[src/rtl/mexp_pkg.sv]
// Package for the modular exponentiation core: control word layout and microcode program.
package mexp_pkg;

    localparam int PC_W   = 4;
    localparam int ACT_W  = 3;
    localparam int SRC_W  = 2;
    localparam int COND_W = 3;

    typedef logic [PC_W-1:0]   pc_t;
    typedef logic [ACT_W-1:0]  act_t;
    typedef logic [SRC_W-1:0]  src_t;
    typedef logic [COND_W-1:0] cond_t;

    typedef struct packed {
        act_t  act;
        src_t  src;
        cond_t cond;
        pc_t   target;
    } ctrl_word_t;

    localparam act_t ACT_NONE   = 3'd0;
    localparam act_t ACT_ACCEPT = 3'd1;
    localparam act_t ACT_START  = 3'd2;
    localparam act_t ACT_WR_B   = 3'd3;
    localparam act_t ACT_WR_R   = 3'd4;
    localparam act_t ACT_WR_BSH = 3'd5;
    localparam act_t ACT_OUT    = 3'd6;

    localparam src_t SRC_RED  = 2'd0;
    localparam src_t SRC_MULR = 2'd1;
    localparam src_t SRC_SQR  = 2'd2;

    localparam cond_t COND_NEVER    = 3'd0;
    localparam cond_t COND_ALWAYS   = 3'd1;
    localparam cond_t COND_NO_IN    = 3'd2;
    localparam cond_t COND_M_ZERO   = 3'd3;
    localparam cond_t COND_BUSY     = 3'd4;
    localparam cond_t COND_E_ZERO   = 3'd5;
    localparam cond_t COND_E_LSB0   = 3'd6;
    localparam cond_t COND_OUT_FULL = 3'd7;

    localparam pc_t ST_IDLE     = 4'd0;
    localparam pc_t ST_CHK_M    = 4'd1;
    localparam pc_t ST_RED_GO   = 4'd2;
    localparam pc_t ST_RED_WAIT = 4'd3;
    localparam pc_t ST_RED_WR   = 4'd4;
    localparam pc_t ST_LOOP     = 4'd5;
    localparam pc_t ST_BIT      = 4'd6;
    localparam pc_t ST_MUL_GO   = 4'd7;
    localparam pc_t ST_MUL_WAIT = 4'd8;
    localparam pc_t ST_MUL_WR   = 4'd9;
    localparam pc_t ST_SQR_GO   = 4'd10;
    localparam pc_t ST_SQR_WAIT = 4'd11;
    localparam pc_t ST_SQR_WR   = 4'd12;
    localparam pc_t ST_OUT      = 4'd13;

    function automatic ctrl_word_t ucode(pc_t pc);
        ctrl_word_t w;
        w = '{act: ACT_NONE, src: SRC_RED, cond: COND_ALWAYS, target: ST_IDLE};
        case (pc)
            ST_IDLE:     w = '{ACT_ACCEPT, SRC_RED,  COND_NO_IN,    ST_IDLE};
            ST_CHK_M:    w = '{ACT_NONE,   SRC_RED,  COND_M_ZERO,   ST_OUT};
            ST_RED_GO:   w = '{ACT_START,  SRC_RED,  COND_NEVER,    ST_IDLE};
            ST_RED_WAIT: w = '{ACT_NONE,   SRC_RED,  COND_BUSY,     ST_RED_WAIT};
            ST_RED_WR:   w = '{ACT_WR_B,   SRC_RED,  COND_NEVER,    ST_IDLE};
            ST_LOOP:     w = '{ACT_NONE,   SRC_RED,  COND_E_ZERO,   ST_OUT};
            ST_BIT:      w = '{ACT_NONE,   SRC_RED,  COND_E_LSB0,   ST_SQR_GO};
            ST_MUL_GO:   w = '{ACT_START,  SRC_MULR, COND_NEVER,    ST_IDLE};
            ST_MUL_WAIT: w = '{ACT_NONE,   SRC_MULR, COND_BUSY,     ST_MUL_WAIT};
            ST_MUL_WR:   w = '{ACT_WR_R,   SRC_MULR, COND_NEVER,    ST_IDLE};
            ST_SQR_GO:   w = '{ACT_START,  SRC_SQR,  COND_NEVER,    ST_IDLE};
            ST_SQR_WAIT: w = '{ACT_NONE,   SRC_SQR,  COND_BUSY,     ST_SQR_WAIT};
            ST_SQR_WR:   w = '{ACT_WR_BSH, SRC_SQR,  COND_ALWAYS,   ST_LOOP};
            ST_OUT:      w = '{ACT_OUT,    SRC_RED,  COND_OUT_FULL, ST_OUT};
            default:     w = '{ACT_NONE,   SRC_RED,  COND_ALWAYS,   ST_IDLE};
        endcase
        return w;
    endfunction

endpackage

[src/rtl/mexp_mulmod.sv]
// Serial modular multiplier: one multiplier bit per cycle, doubling and adding with reduction.
module mexp_mulmod #(
    parameter int WIDTH = 32
) (
    input  logic             clk,
    input  logic             rst_n,
    input  logic             start,
    input  logic [WIDTH-1:0] a,
    input  logic [WIDTH-1:0] b,
    input  logic [WIDTH-1:0] m,
    output logic             busy,
    output logic [WIDTH-1:0] result
);

    localparam int CNT_W = $clog2(WIDTH);
    localparam logic [CNT_W-1:0] CNT_LAST = CNT_W'(WIDTH - 1);

    logic             busy_reg, busy_next;
    logic [CNT_W-1:0] cnt_reg, cnt_next;
    logic [WIDTH-1:0] acc_reg, acc_next;
    logic [WIDTH-1:0] a_reg, a_next;
    logic [WIDTH-1:0] sh_reg, sh_next;

    logic [WIDTH+1:0] sum;
    logic [WIDTH+1:0] m1;
    logic [WIDTH+1:0] m2;
    logic [WIDTH-1:0] step_val;

    always_comb
    begin
        m1  = {2'b00, m};
        m2  = {1'b0, m, 1'b0};
        sum = {1'b0, acc_reg, 1'b0} + {2'b00, (sh_reg[WIDTH-1] ? a_reg : '0)};
        if (sum >= m2)
        begin
            step_val = WIDTH'(sum - m2);
        end
        else if (sum >= m1)
        begin
            step_val = WIDTH'(sum - m1);
        end
        else
        begin
            step_val = sum[WIDTH-1:0];
        end
    end

    always_comb
    begin
        busy_next = busy_reg;
        cnt_next  = cnt_reg;
        acc_next  = acc_reg;
        a_next    = a_reg;
        sh_next   = sh_reg;
        if (start)
        begin
            busy_next = 1'b1;
            cnt_next  = '0;
            acc_next  = '0;
            a_next    = a;
            sh_next   = b;
        end
        else if (busy_reg)
        begin
            acc_next = step_val;
            sh_next  = {sh_reg[WIDTH-2:0], 1'b0};
            cnt_next = cnt_reg + 1'b1;
            if (cnt_reg == CNT_LAST)
            begin
                busy_next = 1'b0;
            end
        end
    end

    always_ff @(posedge clk or negedge rst_n)
    begin
        if (!rst_n)
        begin
            busy_reg <= 1'b0;
            cnt_reg  <= '0;
        end
        else
        begin
            busy_reg <= busy_next;
            cnt_reg  <= cnt_next;
        end
    end

    always_ff @(posedge clk)
    begin
        acc_reg <= acc_next;
        a_reg   <= a_next;
        sh_reg  <= sh_next;
    end

    assign busy   = busy_reg;
    assign result = acc_reg;

endmodule

[src/rtl/modular_exponentiation_core.sv]
// Top level of the modular exponentiation core: microcoded sequencer, registers and ports.
//
//  channel   direction  handshake                   payload
//  s_axis    in         s_axis_tvalid/tready        base_value, exponent
//  m_axis    out        m_axis_tvalid/tready        power_mod
//  cfg       in         cfg_wr_en                   modulus
//
// A new beat is taken only at the idle step, once the previous item has left the output step;
// a zero modulus goes from the check step straight to the output step. The serial multiplier
// works one multiplier bit per cycle while it is busy.
// Reset sets the modulus to 1 and returns the sequencer to its idle step.
// A result waits in the output register while the next beat is taken; the sequencer stalls
// at its output step only while that register is still full.
module modular_exponentiation_core
    import mexp_pkg::*;
#(
    parameter int WIDTH = 32
) (
    input  logic                           clk,
    input  logic                           rst_n,
    input  logic                           cfg_wr_en,
    input  logic [WIDTH-1:0]               cfg_wr_data,
    input  logic                           s_axis_tvalid,
    output logic                           s_axis_tready,
    // base_value, exponent
    input  logic [((2*WIDTH+7)/8)*8-1:0]   s_axis_tdata,
    output logic                           m_axis_tvalid,
    input  logic                           m_axis_tready,
    // power_mod
    output logic [((WIDTH+7)/8)*8-1:0]     m_axis_tdata
);

    localparam int OUT_W = ((WIDTH + 7) / 8) * 8;

    ctrl_word_t       cw;
    pc_t              pc_reg, pc_next;
    logic [WIDTH-1:0] modulus_reg;
    logic [WIDTH-1:0] b_reg, b_next;
    logic [WIDTH-1:0] e_reg, e_next;
    logic [WIDTH-1:0] r_reg, r_next;
    logic             out_valid_reg, out_valid_next;
    logic [WIDTH-1:0] out_data_reg, out_data_next;

    logic             in_accept;
    logic             out_full;
    logic             cond_true;
    logic             mul_start;
    logic [WIDTH-1:0] mul_a;
    logic [WIDTH-1:0] mul_b;
    logic             mul_busy;
    logic [WIDTH-1:0] mul_result;

    assign cw            = ucode(pc_reg);
    assign s_axis_tready = (cw.act == ACT_ACCEPT);
    assign in_accept     = s_axis_tvalid && s_axis_tready;
    assign out_full      = out_valid_reg && !m_axis_tready;
    assign mul_start     = (cw.act == ACT_START);

    always_comb
    begin
        case (cw.src)
            SRC_RED:
            begin
                mul_a = WIDTH'(1);
                mul_b = b_reg;
            end
            SRC_MULR:
            begin
                mul_a = r_reg;
                mul_b = b_reg;
            end
            SRC_SQR:
            begin
                mul_a = b_reg;
                mul_b = b_reg;
            end
            default:
            begin
                mul_a = b_reg;
                mul_b = b_reg;
            end
        endcase
    end

    mexp_mulmod #(
        .WIDTH (WIDTH)
    ) u_mulmod (
        .clk    (clk),
        .rst_n  (rst_n),
        .start  (mul_start),
        .a      (mul_a),
        .b      (mul_b),
        .m      (modulus_reg),
        .busy   (mul_busy),
        .result (mul_result)
    );

    always_comb
    begin
        case (cw.cond)
            COND_NEVER:    cond_true = 1'b0;
            COND_ALWAYS:   cond_true = 1'b1;
            COND_NO_IN:    cond_true = !in_accept;
            COND_M_ZERO:   cond_true = (modulus_reg == '0);
            COND_BUSY:     cond_true = mul_busy;
            COND_E_ZERO:   cond_true = (e_reg == '0);
            COND_E_LSB0:   cond_true = !e_reg[0];
            COND_OUT_FULL: cond_true = out_full;
            default:       cond_true = 1'b0;
        endcase
        pc_next = cond_true ? cw.target : pc_reg + 1'b1;
    end

    always_comb
    begin
        b_next         = b_reg;
        e_next         = e_reg;
        r_next         = r_reg;
        out_data_next  = out_data_reg;
        out_valid_next = out_valid_reg && !m_axis_tready;
        case (cw.act)
            ACT_ACCEPT:
            begin
                if (in_accept)
                begin
                    b_next = s_axis_tdata[WIDTH-1:0];
                    e_next = s_axis_tdata[2*WIDTH-1:WIDTH];
                    r_next = (modulus_reg == '0) ? '0 : WIDTH'(1);
                end
            end
            ACT_WR_B:
            begin
                b_next = mul_result;
            end
            ACT_WR_R:
            begin
                r_next = mul_result;
            end
            ACT_WR_BSH:
            begin
                b_next = mul_result;
                e_next = e_reg >> 1;
            end
            ACT_OUT:
            begin
                if (!out_full)
                begin
                    out_data_next  = r_reg;
                    out_valid_next = 1'b1;
                end
            end
            default:
            begin
                b_next = b_reg;
            end
        endcase
    end

    always_ff @(posedge clk or negedge rst_n)
    begin
        if (!rst_n)
        begin
            pc_reg        <= ST_IDLE;
            out_valid_reg <= 1'b0;
            modulus_reg   <= WIDTH'(1);
        end
        else
        begin
            pc_reg        <= pc_next;
            out_valid_reg <= out_valid_next;
            if (cfg_wr_en)
            begin
                modulus_reg <= cfg_wr_data;
            end
        end
    end

    always_ff @(posedge clk)
    begin
        b_reg        <= b_next;
        e_reg        <= e_next;
        r_reg        <= r_next;
        out_data_reg <= out_data_next;
    end

    assign m_axis_tvalid = out_valid_reg;
    assign m_axis_tdata  = OUT_W'(out_data_reg);

    a_ready_not_busy: assert property (@(posedge clk) disable iff (!rst_n)
        s_axis_tready |-> !mul_busy)
        else $error("Input accepted while the multiplier is running.");

    a_busy_in_wait: assert property (@(posedge clk) disable iff (!rst_n)
        mul_busy |-> (pc_reg == ST_RED_WAIT || pc_reg == ST_MUL_WAIT || pc_reg == ST_SQR_WAIT))
        else $error("Multiplier running outside a wait step.");

    a_out_from_seq: assert property (@(posedge clk) disable iff (!rst_n)
        $rose(m_axis_tvalid) |-> $past(pc_reg == ST_OUT))
        else $error("Result raised without the output step.");

endmodule

[config.mk]
export PLATFORM = sky130hd
export DESIGN_NAME = modular_exponentiation_core
export DESIGN_NICKNAME = d
export VERILOG_FILES = /design/src/rtl/mexp_pkg.sv /design/src/rtl/mexp_mulmod.sv /design/src/rtl/modular_exponentiation_core.sv
export SDC_FILE = /design/constraint.sdc
export NUM_CORES = 1
export LEC_CHECK = 0
export ABC_CLOCK_PERIOD_IN_PS = 9700
export BUFFER_PORTS_ARGS = -buffer_cell sky130_fd_sc_hd__buf_4
export CORE_UTILIZATION = 39
export DETAILED_ROUTE_END_ITERATION = 7
export PLACE_DENSITY = 0.59
export SYNTH_ARGS = -nofsm -noshare
export SYNTH_HDL_FRONTEND = slang
export SYNTH_SLANG_ARGS = --single-unit
[constraint.sdc]
create_clock -name clk -period 9.7 [get_ports clk]
set_input_delay 0.97 -clock clk [delete_from_list [all_inputs] [get_ports clk]]
set_output_delay 0.97 -clock clk [all_outputs]
set_load 0.1 [all_outputs]
# Yosys cells after proc, flatten, opt, wreduce, memory -nomap -nowiden
# Memories as Yosys holds them, arrays and structs flattened.
# Index checks and enable logic that the tools add are counted.
# word_totals
mem_bits_ro	192
register_bits	267
out_inout_bits	34
elab_cells	76
mem_count	1
mem_bits_rw	0
latch_bits	0
inputBits	101
# classes
muxes	21
mul	0
div	0
bitwise_logic	1
order_cmp	2
n_shift	0
n_addsub	5
eq_ne	16
reduce_logical	18
# memory_table
name	depth	width	read_ports	rd_clocked_by_memory_dff	write_ports	line	rtl
(name not given)	16	12	1	0	0	mexp_pkg.sv:60	case (pc)
# ops
cell	count
$mux W32	8
$pmux W32 S2	4
$logic_not A32 Y1	2
$sub A32 B32 Y32	2
$add A33 B32 Y34	1
$ge A34 B32 Y1	1
$ge A34 B33 Y1	1
$eq A3 B3 Y1 const B	7
$eq A3 B2 Y1 const B	4
$mux W5	2
$pmux W1 S8	1
$reduce_and A2 Y1	4
$reduce_bool A2 Y1	4
$eq A3 B1 Y1 const B	2
$add A5 B1 Y5 const B	1
$eq A5 B5 Y1 const B	1
$mux W1	5
$add A4 B1 Y4 const B	1
$mux W4	1
$logic_not A1 Y1	3
$logic_not A3 Y1	1
$eq A2 B1 Y1 const B	1
$logic_and A1 B1 Y1	2
$logic_not A2 Y1	1
other kinds (3)	3

# Longest topological paths before layout
# An unclocked memory read counts as a cell.
# depth
word_depth	6
depth_mapped	25
mapped_depth_nobuf	23

# By module
# From an unflattened synthesis, not the netlist that was laid out.
# unflattened
hier_cells	1500
area_unflattened_um2	16602.2
# modules_own_cells
mod	n_inst	area_per_inst_um2	cells_per_inst
mexp_mulmod	1	9401.5	1043
modular_exponentiation_core	1	7200.7	457

# Least setup slack after synthesis
# No wires, ideal clock.
# synth_path
path_type	flip-flop to flip-flop
from	register u_mulmod.sh_reg[31]
to	register u_mulmod.acc_reg[29], in the netlist u_mulmod.result[29]
setup_time_ns	0.123
slack_ns	4.992
path_buffers	3
arrival_ns	4.585
stages_incl_launch_ff	22
synth_period_minus_slack_ns	4.708
path_cell_list	edfxtp_1 > clkbuf_1 > and2_1 > ha_1 > clkbuf_1 > nand4_1 > or3_1 > nand2b_1 > nand3_1 > a21oi_1 > o21ai_0 > xor2_1 > ha_1 > and3_1 > nand2_1 > nor4_1 > a311o_1 > a2111oi_2 > o32a_1 > buf_2 > o41ai_1 > o21ai_1
# synth_between
elab_chain_cells	5
# synth_lines
item	line	rtl
from (decl)	mexp_mulmod.sv:22	logic [WIDTH-1:0] sh_reg, sh_next;
from (signal assigned)	mexp_mulmod.sv:93	sh_reg <= sh_next;
$mux W32 *	mexp_mulmod.sv:33	sum = {1'b0, acc_reg, 1'b0} + {2'b00, (sh_reg[WIDTH-1] ? a_reg : '0)};
$add A33 B32 Y34 *	mexp_mulmod.sv:33	
$sub A32 B32 Y32 or $ge A34 B32 Y1 (tied branches)	mexp_mulmod.sv:40, mexp_mulmod.sv:38	
$mux W32	mexp_mulmod.sv:38	else if (sum >= m1)
$mux W32 *	mexp_mulmod.sv:34	if (sum >= m2)
to (signal assigned)	mexp_mulmod.sv:91	acc_reg <= acc_next;
to (decl)	mexp_mulmod.sv:20	logic [WIDTH-1:0] acc_reg, acc_next;
# Every way passes the cells marked *; elsewhere a longest branch is shown, timed or not.
# A chain may end at the register's enable or synchronous reset.

# Worst setup path in the final report
# layout_path
from	register u_mulmod.sh_reg[31]
to	register u_mulmod.acc_reg[18], in the netlist u_mulmod.result[18]
# The elaborated chain is that of the path after synthesis.

==> impl_results.md <==
* Status: finished, final reports clean
* GPL Wtd Cong at 0.912
* Most common cell after layout, fill and taps aside: nand2_1
* H-tree levels at 1
* CTS sink count at around 270
* # setup viols final at 0
* CP Data Required Time at 10.18 ns
* Synthesized area at 16500 um2
* First-pass GRT wire length at 72300 um
* Share of layout cells above drive strength 1 at 0.164
* Core area at 41300 um2
* Wirelength, routed at 47100 um
* Clock Skew at 0.0220 ns
* Maxcap violations at 0
* Type of destination of the critical path: register
* Crit share post-route at 0.659
* CP startpoint: u_mulmod.sh_reg[31]$_DFFE_PP_
* Slew Viols, Final at 0
* Primary FF master, synth: edfxtp_1
* CP arrival at 6.87 ns
* IO Port Bufs at 134
* Register area share after synthesis at 0.454
* Clock period minus worst slack at 6.39 ns
* Worst slew pin tran at 0.925 ns
* Most frequent cells in the layout: 222 x nand2_1, 192 x edfxtp_1, 147 x buf_4
* Drt first pass iters at 6
* DR WL/cell at 20.4 um
* HPWL Detailed at 35100 um
* I/O pin count at 135
* Synthesis-stage register bit count at 267
* Root Buffer: clkbuf_16
* Mapped Avg Cell Area at around 10 um2
* RR Startpoint: u_mulmod.sh_reg[31]$_DFFE_PP_
* Worst-Skew Late Latency at approximately 0.6 ns
* Initial DRC Count at 1108
* Cell Rows at 74
* CTS tree: built
* Largest net degree at the start of global routing at 73
* HP Class: input port to asynchronous set/reset pin
* Post-CTS setup repair buffer count at 0
* Die W at 208 um
* Post-CTS Hold Fix Bufs at 0
* Slew margin rel. at 0.382
* Synth Instances at 1649
* Area Growth Syn to Fin at 15.1%
* Kind of critical path: register to register
* Longest Clk Path Bufs at 3
* Clock transition at path regs at 0.06 ns
* Ys async rst share at 0.161
* CP max FO at 32
* DIE HEIGHT at between 200 and 250 um
* Routed vias/inst at around 5.7
* Initial antenna violation count at 0
* Initial core utilization at 0.399
* Cts repair resizes at 0
* DP Cell Count at roughly 2300
* Die area at 43100 um2
* Final setup TNS at 0 ns
* Antenna Nets Post-Route at 0
* Critical Path Source Type: register
* Yosys cell types at 83
* Fill cell count at about 3900
* Post-route DRC at 0
* YS warnings at 0
* Overall global routing resource usage at 0.213
* Final net count at between 1500 and 2000
* GRT overflow at 0
* Via Count at 13100
* Final hold slack at 0.363 ns
* Synthesized Nets at 1856
* Final Util at 0.460
* Post-synth EDFFs at about 190
* RSZ-0062 raised after global routing: no
* Number of global-route vias before repair at 12200
* Final hold vios at 0
* Peak Freq at 156 MHz
* Ant diodes at 0
* Post-Layout Cell Count at 2311
* CTS buffer count at 31
-- cell families after synthesis --
family | Yosys count | share of synthesized area
mux | 82 | 0.0548
flops | 267 | 0.454
simple gates | 517 | 0.149
buf+inv | 145 | 0.0348
xor+xnor | 76 | 0.0403
fa+ha+maj | 106 | 0.0818
compound gates | 456 | 0.186
-- worst max-delay path, stage by stage, from the launching register on --
cell	delay [ns]
edfxtp_1	0.33
buf_4	0.24
and2_1	0.19
ha_1	0.20
inv_1	0.07
fa_1	0.40
nand2b_1	0.18
a21oi_1	0.18
o21ai_0	0.17
a21oi_1	0.46
a21oi_1	0.21
o31a_1	0.33
xnor2_1	0.38
ha_1	0.44
nand3_1	0.14
nor4_1	0.10
a311o_1	0.40
a2111oi_2	0.45
o32ai_2	0.15
buf_4	0.24
nor2_1	0.65
nand2_1	0.10
o211a_1	0.24
-- cell usage after synthesis (7+ instances only) --
| cell type | count | area [um2] |
|---|---|---|
| nor3_1 | 18 | 90.1 |
| mux2_2 | 66 | 743 |
| xnor2_1 | 50 | 438 |
| a21o_1 | 35 | 263 |
| and3_1 | 15 | 93.8 |
| nor4_1 | 19 | 119 |
| o211ai_1 | 19 | 143 |
| xor2_1 | 26 | 228 |
| a211oi_1 | 16 | 120 |
| clkbuf_1 | 58 | 218 |
| inv_1 | 70 | 263 |
| a22o_1 | 33 | 289 |
| nand3_1 | 40 | 200 |
| dfrtp_1 | 42 | 1050 |
| and2_1 | 71 | 444 |
| o221ai_1 | 7 | 61.3 |
| nand2b_1 | 13 | 81.3 |
| edfxtp_1 | 192 | 5770 |
| ha_1 | 103 | 1290 |
| a21oi_1 | 105 | 526 |
| a31oi_1 | 19 | 119 |
| mux2i_1 | 16 | 160 |
| o21ai_0 | 99 | 495 |
| nor2_1 | 76 | 285 |
| o21a_1 | 19 | 143 |
| o21bai_1 | 13 | 97.6 |
| dfxtp_1 | 32 | 641 |
| o22ai_1 | 7 | 43.8 |
| nand4_1 | 18 | 113 |
| nand2_1 | 222 | 833 |
| o31ai_1 | 9 | 67.6 |
-- per-layer routing --
| metal | share of wire | GRT usage | up-vias | wire length [um] |
|---|---|---|---|---|
| met4 | 0.021 | 0.0503 | 0 | 972 |
| met1 | 0.51 | 0.339 | 6277 | 24200 |
| met2 | 0.41 | 0.303 | 435 | 19200 |
| met5 | 0 | 0 | - | 0 |
| met3 | 0.057 | 0.0248 | 45 | 2710 |
| li1 | - | - | 6314 | - |
-- path summary, 6_finish.rpt --
check / slack [ns] / to / cells after the start
max: 3.31 / u_mulmod.result[18]$_SDFFE_PP0P_ / 22
max in group asynchronous: 8.92 / modulus_reg[13]$_DFFE_PN0P_ / 1
max reg2reg: 3.31 / u_mulmod.result[18]$_SDFFE_PP0P_ / 22
min: 0.36 / m_axis_tvalid$_DFF_PN0_ / 1
min reg2reg: 0.45 / m_axis_tdata[29]$_DFFE_PP_ / 0
min in group clk: 0.45 / m_axis_tdata[29]$_DFFE_PP_ / 0
-- stage by stage --
| step | worst slack [ns] | area [um2] |
|---|---|---|
| after floorplan | 4.99 | 16500 |
| after global placement | 3.61 | 18000 |
| after detailed placement | 3.48 | 18000 |
| after CTS | 3.42 | 19000 |
| after global routing | 2.96 | 19000 |
| final | 3.31 | 19000 |
-- layout make-up --
type | count | area, um2 | share of cell area
Inverter | 71 | 267 | 0.0140
Clock inverter | 22 | 183 | 0.00962
Tap cell | 532 | 666 | 0.0351
Multi-Input combinational cell | 1237 | 8470 | 0.446
Clock buffer | 35 | 822 | 0.0433
Timing Repair Buffer | 147 | 1100 | 0.0581
Sequential cell | 267 | 7480 | 0.394
Power is not shown: default switching activity piles up to over one toggle a cycle in this logic, so the estimate is an artifact.
